**src/hw/rtl/scl_pkg.sv**
```systemverilog
package scl_pkg;

    localparam int BYTE_W      = 8;
    localparam int DIGIT_W     = 4;
    localparam int MAG_W       = 16;
    localparam int CFG_IDX_W   = 2;
    localparam int CFG_DATA_W  = 16;
    localparam int CFG_PULSE_W = 12;
    localparam int TIMEOUT_W   = 16;

    localparam int Q_DEPTH = 2;
    localparam int Q_PTR_W = 1;
    localparam int Q_CNT_W = 2;

    localparam logic [TIMEOUT_W-1:0] RST_TIMEOUT       = 16'd500;
    localparam int                   RST_PULSE_MIN     = 1000;
    localparam int                   RST_PULSE_MAX     = 2000;
    localparam int                   RST_PULSE_NEUTRAL = 1500;

    localparam logic [BYTE_W-1:0] CH_TAB   = 8'h09;
    localparam logic [BYTE_W-1:0] CH_NL    = 8'h0A;
    localparam logic [BYTE_W-1:0] CH_VT    = 8'h0B;
    localparam logic [BYTE_W-1:0] CH_FF    = 8'h0C;
    localparam logic [BYTE_W-1:0] CH_CR    = 8'h0D;
    localparam logic [BYTE_W-1:0] CH_SPACE = 8'h20;
    localparam logic [BYTE_W-1:0] CH_PLUS  = 8'h2B;
    localparam logic [BYTE_W-1:0] CH_COMMA = 8'h2C;
    localparam logic [BYTE_W-1:0] CH_MINUS = 8'h2D;
    localparam logic [BYTE_W-1:0] CH_ZERO  = 8'h30;
    localparam logic [BYTE_W-1:0] CH_NINE  = 8'h39;

    typedef enum logic {
        OP_BYTE,
        OP_TICK
    } opcode_t;

    typedef enum logic [CFG_IDX_W-1:0] {
        CFG_TIMEOUT,
        CFG_PULSE_MIN,
        CFG_PULSE_MAX,
        CFG_PULSE_NEUTRAL
    } cfg_idx_t;

    typedef enum logic [3:0] {
        KIND_TICK,
        KIND_NEWLINE,
        KIND_CR,
        KIND_COMMA,
        KIND_DIGIT,
        KIND_SPACE,
        KIND_PLUS,
        KIND_MINUS,
        KIND_OTHER
    } kind_t;

    typedef struct packed {
        kind_t               kind;
        logic [DIGIT_W-1:0]  digit;
    } item_t;

    typedef enum logic [1:0] {
        PH_SKIP,
        PH_SIGN,
        PH_DIGITS,
        PH_STOP
    } phase_t;

endpackage

```
**src/hw/rtl/servo_command_line_parser.sv**
```systemverilog
// An accepted item waits in the queue, then its result lands in the output register.
// The back end takes one item per cycle while the output register is empty or
// out_ready is high; a 2-entry queue separates it from the input classifier.
// Reset: limits 1000/2000 us, neutral 1500 us, timeout 500 ticks, both widths
// neutral, queue and output register empty.
module servo_command_line_parser #(
    parameter int PULSE_BITS = 12,
    parameter int TICK_BITS  = 16
) (
    input  logic                             clk,
    input  logic                             rst_n,
    input  logic                             in_valid,
    output logic                             in_ready,
    input  logic                             opcode,
    input  logic [scl_pkg::BYTE_W-1:0]       rx_byte,
    output logic                             out_valid,
    input  logic                             out_ready,
    output logic [PULSE_BITS-1:0]            throttle_us,
    output logic [PULSE_BITS-1:0]            steering_us,
    output logic                             command_taken,
    output logic                             timed_out,
    input  logic                             cfg_valid,
    output logic                             cfg_ready,
    input  logic [scl_pkg::CFG_IDX_W-1:0]    cfg_index,
    input  logic [scl_pkg::CFG_DATA_W-1:0]   cfg_data
);
    import scl_pkg::*;

    logic                q_push;
    item_t               q_push_item;
    logic                q_pop;
    item_t               q_item;
    logic                q_empty;
    logic                q_full;
    logic [Q_CNT_W-1:0]  q_count;

    assign cfg_ready = 1'b1;

    scl_front u_front (
        .in_valid    (in_valid),
        .in_ready    (in_ready),
        .opcode      (opcode),
        .rx_byte     (rx_byte),
        .q_full      (q_full),
        .q_push      (q_push),
        .q_push_item (q_push_item)
    );

    scl_queue u_queue (
        .clk         (clk),
        .rst_n       (rst_n),
        .q_push      (q_push),
        .q_push_item (q_push_item),
        .q_pop       (q_pop),
        .q_item      (q_item),
        .q_empty     (q_empty),
        .q_full      (q_full),
        .q_count     (q_count)
    );

    scl_back #(
        .PULSE_BITS (PULSE_BITS),
        .TICK_BITS  (TICK_BITS)
    ) u_back (
        .clk           (clk),
        .rst_n         (rst_n),
        .cfg_write     (cfg_valid && cfg_ready),
        .cfg_index     (cfg_index),
        .cfg_data      (cfg_data),
        .q_empty       (q_empty),
        .q_item        (q_item),
        .q_pop         (q_pop),
        .out_valid     (out_valid),
        .out_ready     (out_ready),
        .throttle_us   (throttle_us),
        .steering_us   (steering_us),
        .command_taken (command_taken),
        .timed_out     (timed_out)
    );

    a_pop_nonempty: assert property (@(posedge clk) disable iff (!rst_n)
        q_pop |-> !q_empty)
        else $error("queue popped while empty");

    a_count_bound: assert property (@(posedge clk) disable iff (!rst_n)
        q_count <= Q_CNT_W'(Q_DEPTH))
        else $error("queue count above depth");

    a_push_lands: assert property (@(posedge clk) disable iff (!rst_n)
        (in_valid && in_ready) |=> !q_empty)
        else $error("accepted item missing from queue");

    a_flags_excl: assert property (@(posedge clk) disable iff (!rst_n)
        out_valid |-> !(command_taken && timed_out))
        else $error("command and timeout flagged on one item");

endmodule

```
**src/hw/rtl/scl_front.sv**
```systemverilog
module scl_front (
    input  logic                        in_valid,
    output logic                        in_ready,
    input  logic                        opcode,
    input  logic [scl_pkg::BYTE_W-1:0]  rx_byte,
    input  logic                        q_full,
    output logic                        q_push,
    output scl_pkg::item_t              q_push_item
);
    import scl_pkg::*;

    assign in_ready = !q_full;
    assign q_push   = in_valid && !q_full;

    // byte classification; digit value is the low nibble of '0'..'9'
    always_comb
    begin
        q_push_item.digit = rx_byte[DIGIT_W-1:0];
        q_push_item.kind  = KIND_OTHER;
        if (opcode == OP_TICK)
        begin
            q_push_item.kind = KIND_TICK;
        end
        else
        begin
            unique case (rx_byte) inside
                CH_NL:                         q_push_item.kind = KIND_NEWLINE;
                CH_CR:                         q_push_item.kind = KIND_CR;
                CH_COMMA:                      q_push_item.kind = KIND_COMMA;
                CH_PLUS:                       q_push_item.kind = KIND_PLUS;
                CH_MINUS:                      q_push_item.kind = KIND_MINUS;
                CH_SPACE, CH_TAB, CH_VT, CH_FF: q_push_item.kind = KIND_SPACE;
                [CH_ZERO:CH_NINE]:             q_push_item.kind = KIND_DIGIT;
                default:                       q_push_item.kind = KIND_OTHER;
            endcase
        end
    end

endmodule

```
**src/hw/rtl/scl_queue.sv**
```systemverilog
module scl_queue (
    input  logic                          clk,
    input  logic                          rst_n,
    input  logic                          q_push,
    input  scl_pkg::item_t                q_push_item,
    input  logic                          q_pop,
    output scl_pkg::item_t                q_item,
    output logic                          q_empty,
    output logic                          q_full,
    output logic [scl_pkg::Q_CNT_W-1:0]   q_count
);
    import scl_pkg::*;

    item_t               entry_reg [Q_DEPTH];
    logic [Q_PTR_W-1:0]  wr_ptr_reg, wr_ptr_next;
    logic [Q_PTR_W-1:0]  rd_ptr_reg, rd_ptr_next;
    logic [Q_CNT_W-1:0]  count_reg, count_next;

    assign q_item  = entry_reg[rd_ptr_reg];
    assign q_empty = (count_reg == '0);
    assign q_full  = (count_reg == Q_CNT_W'(Q_DEPTH));
    assign q_count = count_reg;

    always_comb
    begin
        wr_ptr_next = q_push ? wr_ptr_reg + 1'b1 : wr_ptr_reg;
        rd_ptr_next = q_pop ? rd_ptr_reg + 1'b1 : rd_ptr_reg;
        count_next  = count_reg + Q_CNT_W'(q_push) - Q_CNT_W'(q_pop);
    end

    always_ff @(posedge clk or negedge rst_n)
    begin
        if (!rst_n)
        begin
            wr_ptr_reg <= '0;
            rd_ptr_reg <= '0;
            count_reg  <= '0;
        end
        else
        begin
            wr_ptr_reg <= wr_ptr_next;
            rd_ptr_reg <= rd_ptr_next;
            count_reg  <= count_next;
        end
    end

    always_ff @(posedge clk)
    begin
        if (q_push)
        begin
            entry_reg[wr_ptr_reg] <= q_push_item;
        end
    end

endmodule

```
**src/hw/rtl/scl_back.sv**
```systemverilog
module scl_back #(
    parameter int PULSE_BITS = 12,
    parameter int TICK_BITS  = 16
) (
    input  logic                             clk,
    input  logic                             rst_n,
    input  logic                             cfg_write,
    input  logic [scl_pkg::CFG_IDX_W-1:0]    cfg_index,
    input  logic [scl_pkg::CFG_DATA_W-1:0]   cfg_data,
    input  logic                             q_empty,
    input  scl_pkg::item_t                   q_item,
    output logic                             q_pop,
    output logic                             out_valid,
    input  logic                             out_ready,
    output logic [PULSE_BITS-1:0]            throttle_us,
    output logic [PULSE_BITS-1:0]            steering_us,
    output logic                             command_taken,
    output logic                             timed_out
);
    import scl_pkg::*;

    localparam int V_W   = MAG_W + 1;
    localparam int M10_W = MAG_W + 4;
    localparam int CMP_W = (TICK_BITS > TIMEOUT_W) ? TICK_BITS : TIMEOUT_W;

    logic [TIMEOUT_W-1:0]  timeout_reg, timeout_next;
    logic [PULSE_BITS-1:0] pmin_reg, pmin_next;
    logic [PULSE_BITS-1:0] pmax_reg, pmax_next;
    logic [PULSE_BITS-1:0] pneut_reg, pneut_next;

    logic                  after_comma_reg, after_comma_next;
    logic                  first_nonempty_reg, first_nonempty_next;
    phase_t                phase_reg, phase_next;
    logic                  negative_reg, negative_next;
    logic [MAG_W-1:0]      mag_reg, mag_next;
    logic [PULSE_BITS-1:0] pending_reg, pending_next;
    logic [PULSE_BITS-1:0] throttle_reg, throttle_next;
    logic [PULSE_BITS-1:0] steering_reg, steering_next;
    logic [TICK_BITS-1:0]  idle_reg, idle_next;
    logic                  out_valid_reg, out_valid_next;
    logic                  taken_reg, taken_next;
    logic                  fired_reg, fired_next;

    phase_t                phase_fed;
    logic                  negative_fed;
    logic [MAG_W-1:0]      mag_fed;
    logic [M10_W-1:0]      mag_x10;
    logic [TICK_BITS-1:0]  idle_inc;
    logic [PULSE_BITS-1:0] number_clamped;

    function automatic logic [PULSE_BITS-1:0] clamp_value(
        input logic                  neg,
        input logic [MAG_W-1:0]      mag,
        input logic [PULSE_BITS-1:0] lo,
        input logic [PULSE_BITS-1:0] hi
    );
        logic signed [V_W-1:0] v;
        logic signed [V_W-1:0] lo_s;
        logic signed [V_W-1:0] hi_s;
        logic [PULSE_BITS-1:0] res;
        v    = signed'({1'b0, mag});
        lo_s = signed'(V_W'(lo));
        hi_s = signed'(V_W'(hi));
        if (neg)
        begin
            v = -v;
        end
        if (v < lo_s)
        begin
            res = lo;
        end
        else if (v > hi_s)
        begin
            res = hi;
        end
        else
        begin
            res = PULSE_BITS'(mag);
        end
        return res;
    endfunction

    assign q_pop         = !q_empty && (!out_valid_reg || out_ready);
    assign out_valid     = out_valid_reg;
    assign throttle_us   = throttle_reg;
    assign steering_us   = steering_reg;
    assign command_taken = taken_reg;
    assign timed_out     = fired_reg;

    assign number_clamped = clamp_value(negative_reg, mag_reg, pmin_reg, pmax_reg);
    assign idle_inc       = (&idle_reg) ? idle_reg : idle_reg + 1'b1;

    // atol-style parse: skip whitespace, optional sign, then saturating digit accumulation
    always_comb
    begin
        mag_x10      = M10_W'({mag_reg, 3'b000}) + M10_W'({mag_reg, 1'b0})
                       + M10_W'(q_item.digit);
        phase_fed    = phase_reg;
        negative_fed = negative_reg;
        mag_fed      = mag_reg;
        if (phase_reg != PH_STOP)
        begin
            if (phase_reg == PH_SKIP && q_item.kind == KIND_SPACE)
            begin
                phase_fed = PH_SKIP;
            end
            else if (phase_reg == PH_SKIP &&
                     (q_item.kind == KIND_PLUS || q_item.kind == KIND_MINUS))
            begin
                negative_fed = (q_item.kind == KIND_MINUS);
                phase_fed    = PH_SIGN;
            end
            else if (q_item.kind == KIND_DIGIT)
            begin
                mag_fed   = (mag_x10 > M10_W'({MAG_W{1'b1}})) ? {MAG_W{1'b1}}
                                                               : mag_x10[MAG_W-1:0];
                phase_fed = PH_DIGITS;
            end
            else
            begin
                phase_fed = PH_STOP;
            end
        end
    end

    always_comb
    begin
        timeout_next = timeout_reg;
        pmin_next    = pmin_reg;
        pmax_next    = pmax_reg;
        pneut_next   = pneut_reg;
        if (cfg_write)
        begin
            unique case (cfg_idx_t'(cfg_index))
                CFG_TIMEOUT:       timeout_next = cfg_data[TIMEOUT_W-1:0];
                CFG_PULSE_MIN:     pmin_next  = PULSE_BITS'(cfg_data[CFG_PULSE_W-1:0]);
                CFG_PULSE_MAX:     pmax_next  = PULSE_BITS'(cfg_data[CFG_PULSE_W-1:0]);
                CFG_PULSE_NEUTRAL: pneut_next = PULSE_BITS'(cfg_data[CFG_PULSE_W-1:0]);
                default:           timeout_next = timeout_reg;
            endcase
        end
    end

    always_comb
    begin
        after_comma_next    = after_comma_reg;
        first_nonempty_next = first_nonempty_reg;
        phase_next          = phase_reg;
        negative_next       = negative_reg;
        mag_next            = mag_reg;
        pending_next        = pending_reg;
        throttle_next       = throttle_reg;
        steering_next       = steering_reg;
        idle_next           = idle_reg;
        taken_next          = taken_reg;
        fired_next          = fired_reg;
        out_valid_next      = out_valid_reg && !out_ready;

        if (q_pop)
        begin
            out_valid_next = 1'b1;
            taken_next     = 1'b0;
            fired_next     = 1'b0;
            case (q_item.kind)
                KIND_TICK:
                begin
                    idle_next = idle_inc;
                    if (CMP_W'(idle_inc) > CMP_W'(timeout_reg))
                    begin
                        throttle_next = pneut_reg;
                        steering_next = pneut_reg;
                        fired_next    = 1'b1;
                    end
                end
                KIND_NEWLINE:
                begin
                    if (after_comma_reg && first_nonempty_reg)
                    begin
                        throttle_next = pending_reg;
                        steering_next = number_clamped;
                        idle_next     = '0;
                        taken_next    = 1'b1;
                    end
                    after_comma_next    = 1'b0;
                    first_nonempty_next = 1'b0;
                    pending_next        = '0;
                    phase_next          = PH_SKIP;
                    negative_next       = 1'b0;
                    mag_next            = '0;
                end
                KIND_CR:
                begin
                    idle_next = idle_reg;
                end
                default:
                begin
                    if (q_item.kind == KIND_COMMA && !after_comma_reg)
                    begin
                        after_comma_next = 1'b1;
                        if (first_nonempty_reg)
                        begin
                            pending_next = number_clamped;
                        end
                        phase_next    = PH_SKIP;
                        negative_next = 1'b0;
                        mag_next      = '0;
                    end
                    else
                    begin
                        if (!after_comma_reg)
                        begin
                            first_nonempty_next = 1'b1;
                        end
                        phase_next    = phase_fed;
                        negative_next = negative_fed;
                        mag_next      = mag_fed;
                    end
                end
            endcase
        end
    end

    always_ff @(posedge clk or negedge rst_n)
    begin
        if (!rst_n)
        begin
            timeout_reg        <= RST_TIMEOUT;
            pmin_reg           <= PULSE_BITS'(RST_PULSE_MIN);
            pmax_reg           <= PULSE_BITS'(RST_PULSE_MAX);
            pneut_reg          <= PULSE_BITS'(RST_PULSE_NEUTRAL);
            after_comma_reg    <= 1'b0;
            first_nonempty_reg <= 1'b0;
            phase_reg          <= PH_SKIP;
            negative_reg       <= 1'b0;
            mag_reg            <= '0;
            pending_reg        <= '0;
            throttle_reg       <= PULSE_BITS'(RST_PULSE_NEUTRAL);
            steering_reg       <= PULSE_BITS'(RST_PULSE_NEUTRAL);
            idle_reg           <= '0;
            out_valid_reg      <= 1'b0;
            taken_reg          <= 1'b0;
            fired_reg          <= 1'b0;
        end
        else
        begin
            timeout_reg        <= timeout_next;
            pmin_reg           <= pmin_next;
            pmax_reg           <= pmax_next;
            pneut_reg          <= pneut_next;
            after_comma_reg    <= after_comma_next;
            first_nonempty_reg <= first_nonempty_next;
            phase_reg          <= phase_next;
            negative_reg       <= negative_next;
            mag_reg            <= mag_next;
            pending_reg        <= pending_next;
            throttle_reg       <= throttle_next;
            steering_reg       <= steering_next;
            idle_reg           <= idle_next;
            out_valid_reg      <= out_valid_next;
            taken_reg          <= taken_next;
            fired_reg          <= fired_next;
        end
    end

endmodule

```
**config.mk**
```make
export PLATFORM = sky130hd
export DESIGN_NAME = servo_command_line_parser
export DESIGN_NICKNAME = d
export VERILOG_FILES = /design/src/hw/rtl/scl_pkg.sv /design/src/hw/rtl/servo_command_line_parser.sv /design/src/hw/rtl/scl_front.sv /design/src/hw/rtl/scl_queue.sv /design/src/hw/rtl/scl_back.sv
export SDC_FILE = /design/constraint.sdc
export NUM_CORES = 1
export LEC_CHECK = 0
export ABC_AREA = 1
export CELL_PAD_IN_SITES_DETAIL_PLACEMENT = 1
export CELL_PAD_IN_SITES_GLOBAL_PLACEMENT = 1
export CORE_MARGIN = 4
export CORE_UTILIZATION = 48
export CTS_CLUSTER_DIAMETER = 50
export DETAILED_ROUTE_END_ITERATION = 12
export DONT_BUFFER_PORTS = 1
export PLACE_DENSITY = 0.91
export RECOVER_POWER = 100
export SETUP_SLACK_MARGIN = 0.3
export SYNTH_ARGS = -nofsm -noshare
export SYNTH_HDL_FRONTEND = slang
export SYNTH_SLANG_ARGS = --single-unit
```
**constraint.sdc**
```tcl
create_clock -name clk -period 4.5 [get_ports clk]
set_input_delay 0.225 -clock clk [delete_from_list [all_inputs] [get_ports clk]]
set_output_delay 0.225 -clock clk [all_outputs]
set_load 0.02 [all_outputs]
```
==> flow_summary_export.csv <==
group,metric,value,unit
worst_setup_path,cp.required,4820,ps
timing,hold_violations,0,
worst_setup_path,endpoint_kind,"register",
worst_setup_path,crit_slowest_cell,"a21oi_2",
floorplan,rows,50,
worst_setup_path,cp.arrival,4270,ps
power_and_ir_drop,powerDensity,845,nW/um^2
detailed_routing,num_vias,8366,
worst_hold_path,whs_path_depth,2,
place,post-place-ws,410,ps
worst_setup_path,worst_r2r_endpoint,"u_back.mag_reg[15]",
cts,clock_latency,440,ps
global_routing,grt_pass1_wl,47500,microns
cts,postCtsSetupRepairBufs,0,
detailed_routing,drtIter0Drc,524,
cts,numCtsBuffers,17,
finish,layout_common_cells,"297 x nand2_1, 170 x inv_1, 125 x nor2_1, 105 x o21ai_0, 93 x dfrtp_1",
yosys,synth-edff-count,16,
finish,drive_gt1_share,6.99,%
place,io_buffers,0,
yosys,syn_inst,1198,
yosys,yosysTopAreaCellShare,25.3,%
finish,diodes,0,
worst_setup_path,r2r_start,"u_queue.rd_ptr_reg",
cts,cts_tree,"built",
yosys,synth_area,9190,sq um
yosys,synthArstFlopShare,89.2,%
status,violations,"capacitance limit, slew limit",
detailed_routing,wl,28700,microns
finish,syn_to_final_growth,9.80,%
cts,clockBufferDepth,2,
global_routing,overflow,0,
timing,maxSlewViolCount,133,
power_and_ir_drop,vdd_drop_max,0.416,mV
timing,worst_slack,559,ps
timing,max_slew_margin,-121,%
run,maxCapViolCount,1,
worst_hold_path,hp-start,"cfg_data[3]",
detailed_routing,drc,0,
floorplan,start_util,49.0,%
worst_setup_path,cp-start-kind,"register",
detailed_routing,wl_per_cell,19.8,microns
power_and_ir_drop,power.leakage,0.00494,uW
yosys,syn_nets,1306,
floorplan,die_x,146,microns
timing,post-route-period-util,87.6,%
global_routing,grt_usage,27.4,%
floorplan,die_area,21400,sq um
detailed_routing,drtPass1Iterations,7,
place,dp_hpwl,18500,microns
timing,rsz0062_at_grt,"yes",
place,place_area,9370,sq um
worst_setup_path,crit_family,"buffers and inverters",
floorplan,io_pins,61,
worst_setup_path,critPathBufInv,7,
worst_setup_path,rr_worst_depth,18,
status,status,"complete, but fails checks",
global_routing,antenna_found_initial,0,
yosys,ys_seq_area_share,41.7,%
timing,layout_min_cycle_time,3940,ps
worst_setup_path,critical_path_class,"reg -> reg",
cts,path_clk_slew,70,ps
yosys,avgSynthCellArea,7.67,sq um
yosys,synth_ff_type,"dfrtp_1",
finish,final_common_cell,"nand2_1",
yosys,synth_top_cell_by_area,"dfrtp_1",
timing,clock_skew,15.4,ps
finish,register_area,3830,sq um
yosys,ys_seq_elements,148,
yosys,yosys.cell_types.count,48,
yosys,synth.area.top_cells,"dfrtp_1 25%, nand2_1 12%, dfstp_2 11%",
cts,cts_root_buf,"clkbuf_16",
cts,cts.sinks,148,
worst_setup_path,slowest_delay,580,ps
worst_setup_path,crit_path_max_fanout,42,
finish,layout.nets,1311,
yosys,yosys_warnings,0,
worst_hold_path,hold_class,"in -> reg",
floorplan,core_area,18800,sq um
global_routing,grt_pass1_vias,9233,
worst_hold_path,min_to,"u_back.pneut_reg[3]",
finish,multi_input_area,4560,sq um
timing,tightest_slew,3310,ps
detailed_routing,final_antenna_net_count,0,
timing,clock.fmax,254,MHz
global_routing,grt_max_degree,133,
floorplan,chipHeight,146,microns
timing,setup_viol,0,
finish,design_area,10100,sq um
worst_setup_path,cp_cell_sequence,"inv_4 > or2_1 > o21ai_0 > clkinv_1 > nor2_1 > clkinv_1 > nor2_4 > buf_4 > inv_1 > nand2_1 > inv_1 > nand3_2 > nand3_4 > a21oi_2 > nand2_2 > clkinv_2 > nand2_1 > o21ai_0",
timing,tns,0,ps
detailed_routing,via_per_inst,5.77,
cts,htreeDepth,4,
place,gp_congestion,0.947,
worst_setup_path,rrSetupSlack,560,ps
finish,fillers,2322,
Yosys cell counts, drive strengths merged (2+ instances only):
cell	count
or2	3
dfstp	39
o21a	3
o31ai	6
fa	2
xnor2	9
o21bai	4
inv	176
dfrtp	93
nand4	8
nor2	131
xor2	25
nor3	20
o22ai	9
buf	13
nand2	299
edfxtp	16
a21oi	65
nand3	61
o21ai	110
nor4	3
ha	74
clkbuf	18
kinds of logic after synthesis:
kind of cell | after synthesis | synth area share (%)
other | 1 | 0.0408
adder cells (fa/ha/maj) | 76 | 10.5
AO/OA/AOI/OAI | 203 | 12.0
XOR/XNOR | 34 | 3.24
flip-flops | 148 | 41.7
AND/OR/NAND/NOR | 527 | 23.5
multiplexers | 1 | 0.109
buffers and inverters | 208 | 8.88
where the power goes:
group | internal, uW | switching, uW
Combinational | 1600 | 2990
Sequential | 1890 | 606
Clock | 795 | 656
Total | 4280 | 4250
worst register-to-register path: stages (launching register included):
cell and delay (ps):
dfrtp_1 570, inv_4 100, or2_1 230, o21ai_0 240
clkinv_1 220, nor2_1 180, clkinv_1 130, nor2_4 110
buf_4 380, inv_1 150, nand2_1 100, inv_1 130
nand3_2 110, nand3_4 90, a21oi_2 580, nand2_2 100
clkinv_2 200, nand2_1 100, o21ai_0 110
stage by stage:
step                      total power, uW  std cells  hold slack, ps  utilization (%)
after floorplan                      5680       1198           -70.6                -
after global placement               6470       1406           -66.8             49.9
after detailed placement             6770       1406           -67.1             49.9
after CTS                            8510       1450            43.7             53.8
after global routing                 9280       1450            59.7             53.8
final                                8530       1450            59.8             53.8
worst max path at each step:
| stage | startpoint | to | slack, ps | cells after the start |
|---|---|---|---|---|
| floorplan | u_queue.rd_ptr_reg | u_back.mag_reg[7] | 1330 | 20 |
| global placement | u_queue.rd_ptr_reg | u_back.mag_reg[1] | 580 | 18 |
| detailed placement | u_queue.rd_ptr_reg | u_back.mag_reg[1] | 410 | 18 |
| CTS | u_queue.rd_ptr_reg | u_back.mag_reg[1] | 360 | 17 |
| global route | u_queue.rd_ptr_reg | u_back.mag_reg[1] | 150 | 18 |
| finish | u_queue.rd_ptr_reg | u_back.mag_reg[15] | 560 | 18 |
layout make-up:
| type | instances | area share [%] |
|---|---|---|
| multi-input combinational | 842 | 45.2 |
| timing repair buffer | 17 | 1.51 |
| tap | 234 | 2.90 |
| clock inverter | 14 | 1.43 |
| inverter | 177 | 6.65 |
| clock buffer | 18 | 4.35 |
| sequential | 148 | 38.0 |
repair_timing:
| item | 4_1_cts | 5_1_grt |
|---|---|---|
| resized for setup | 0 | 11 |
| endpoints found under the setup margin | 0 | 40 |
| endpoints found under the hold margin | 153 | 0 |
| hold buffers | 12 | 0 |
routing by layer:
metal / part of all wire (%) / wire, microns / up-vias / track usage [%]
li1: - / - / 3857 / -
met4: 4.5 / 1300 / 0 / 13.6
met1: 39 / 11300 / 4128 / 31.7
met2: 51 / 14700 / 273 / 48.8
met5: 0 / 0 / - / 0
met3: 4.8 / 1390 / 108 / 4.75
(Power assumes the default switching activity.)
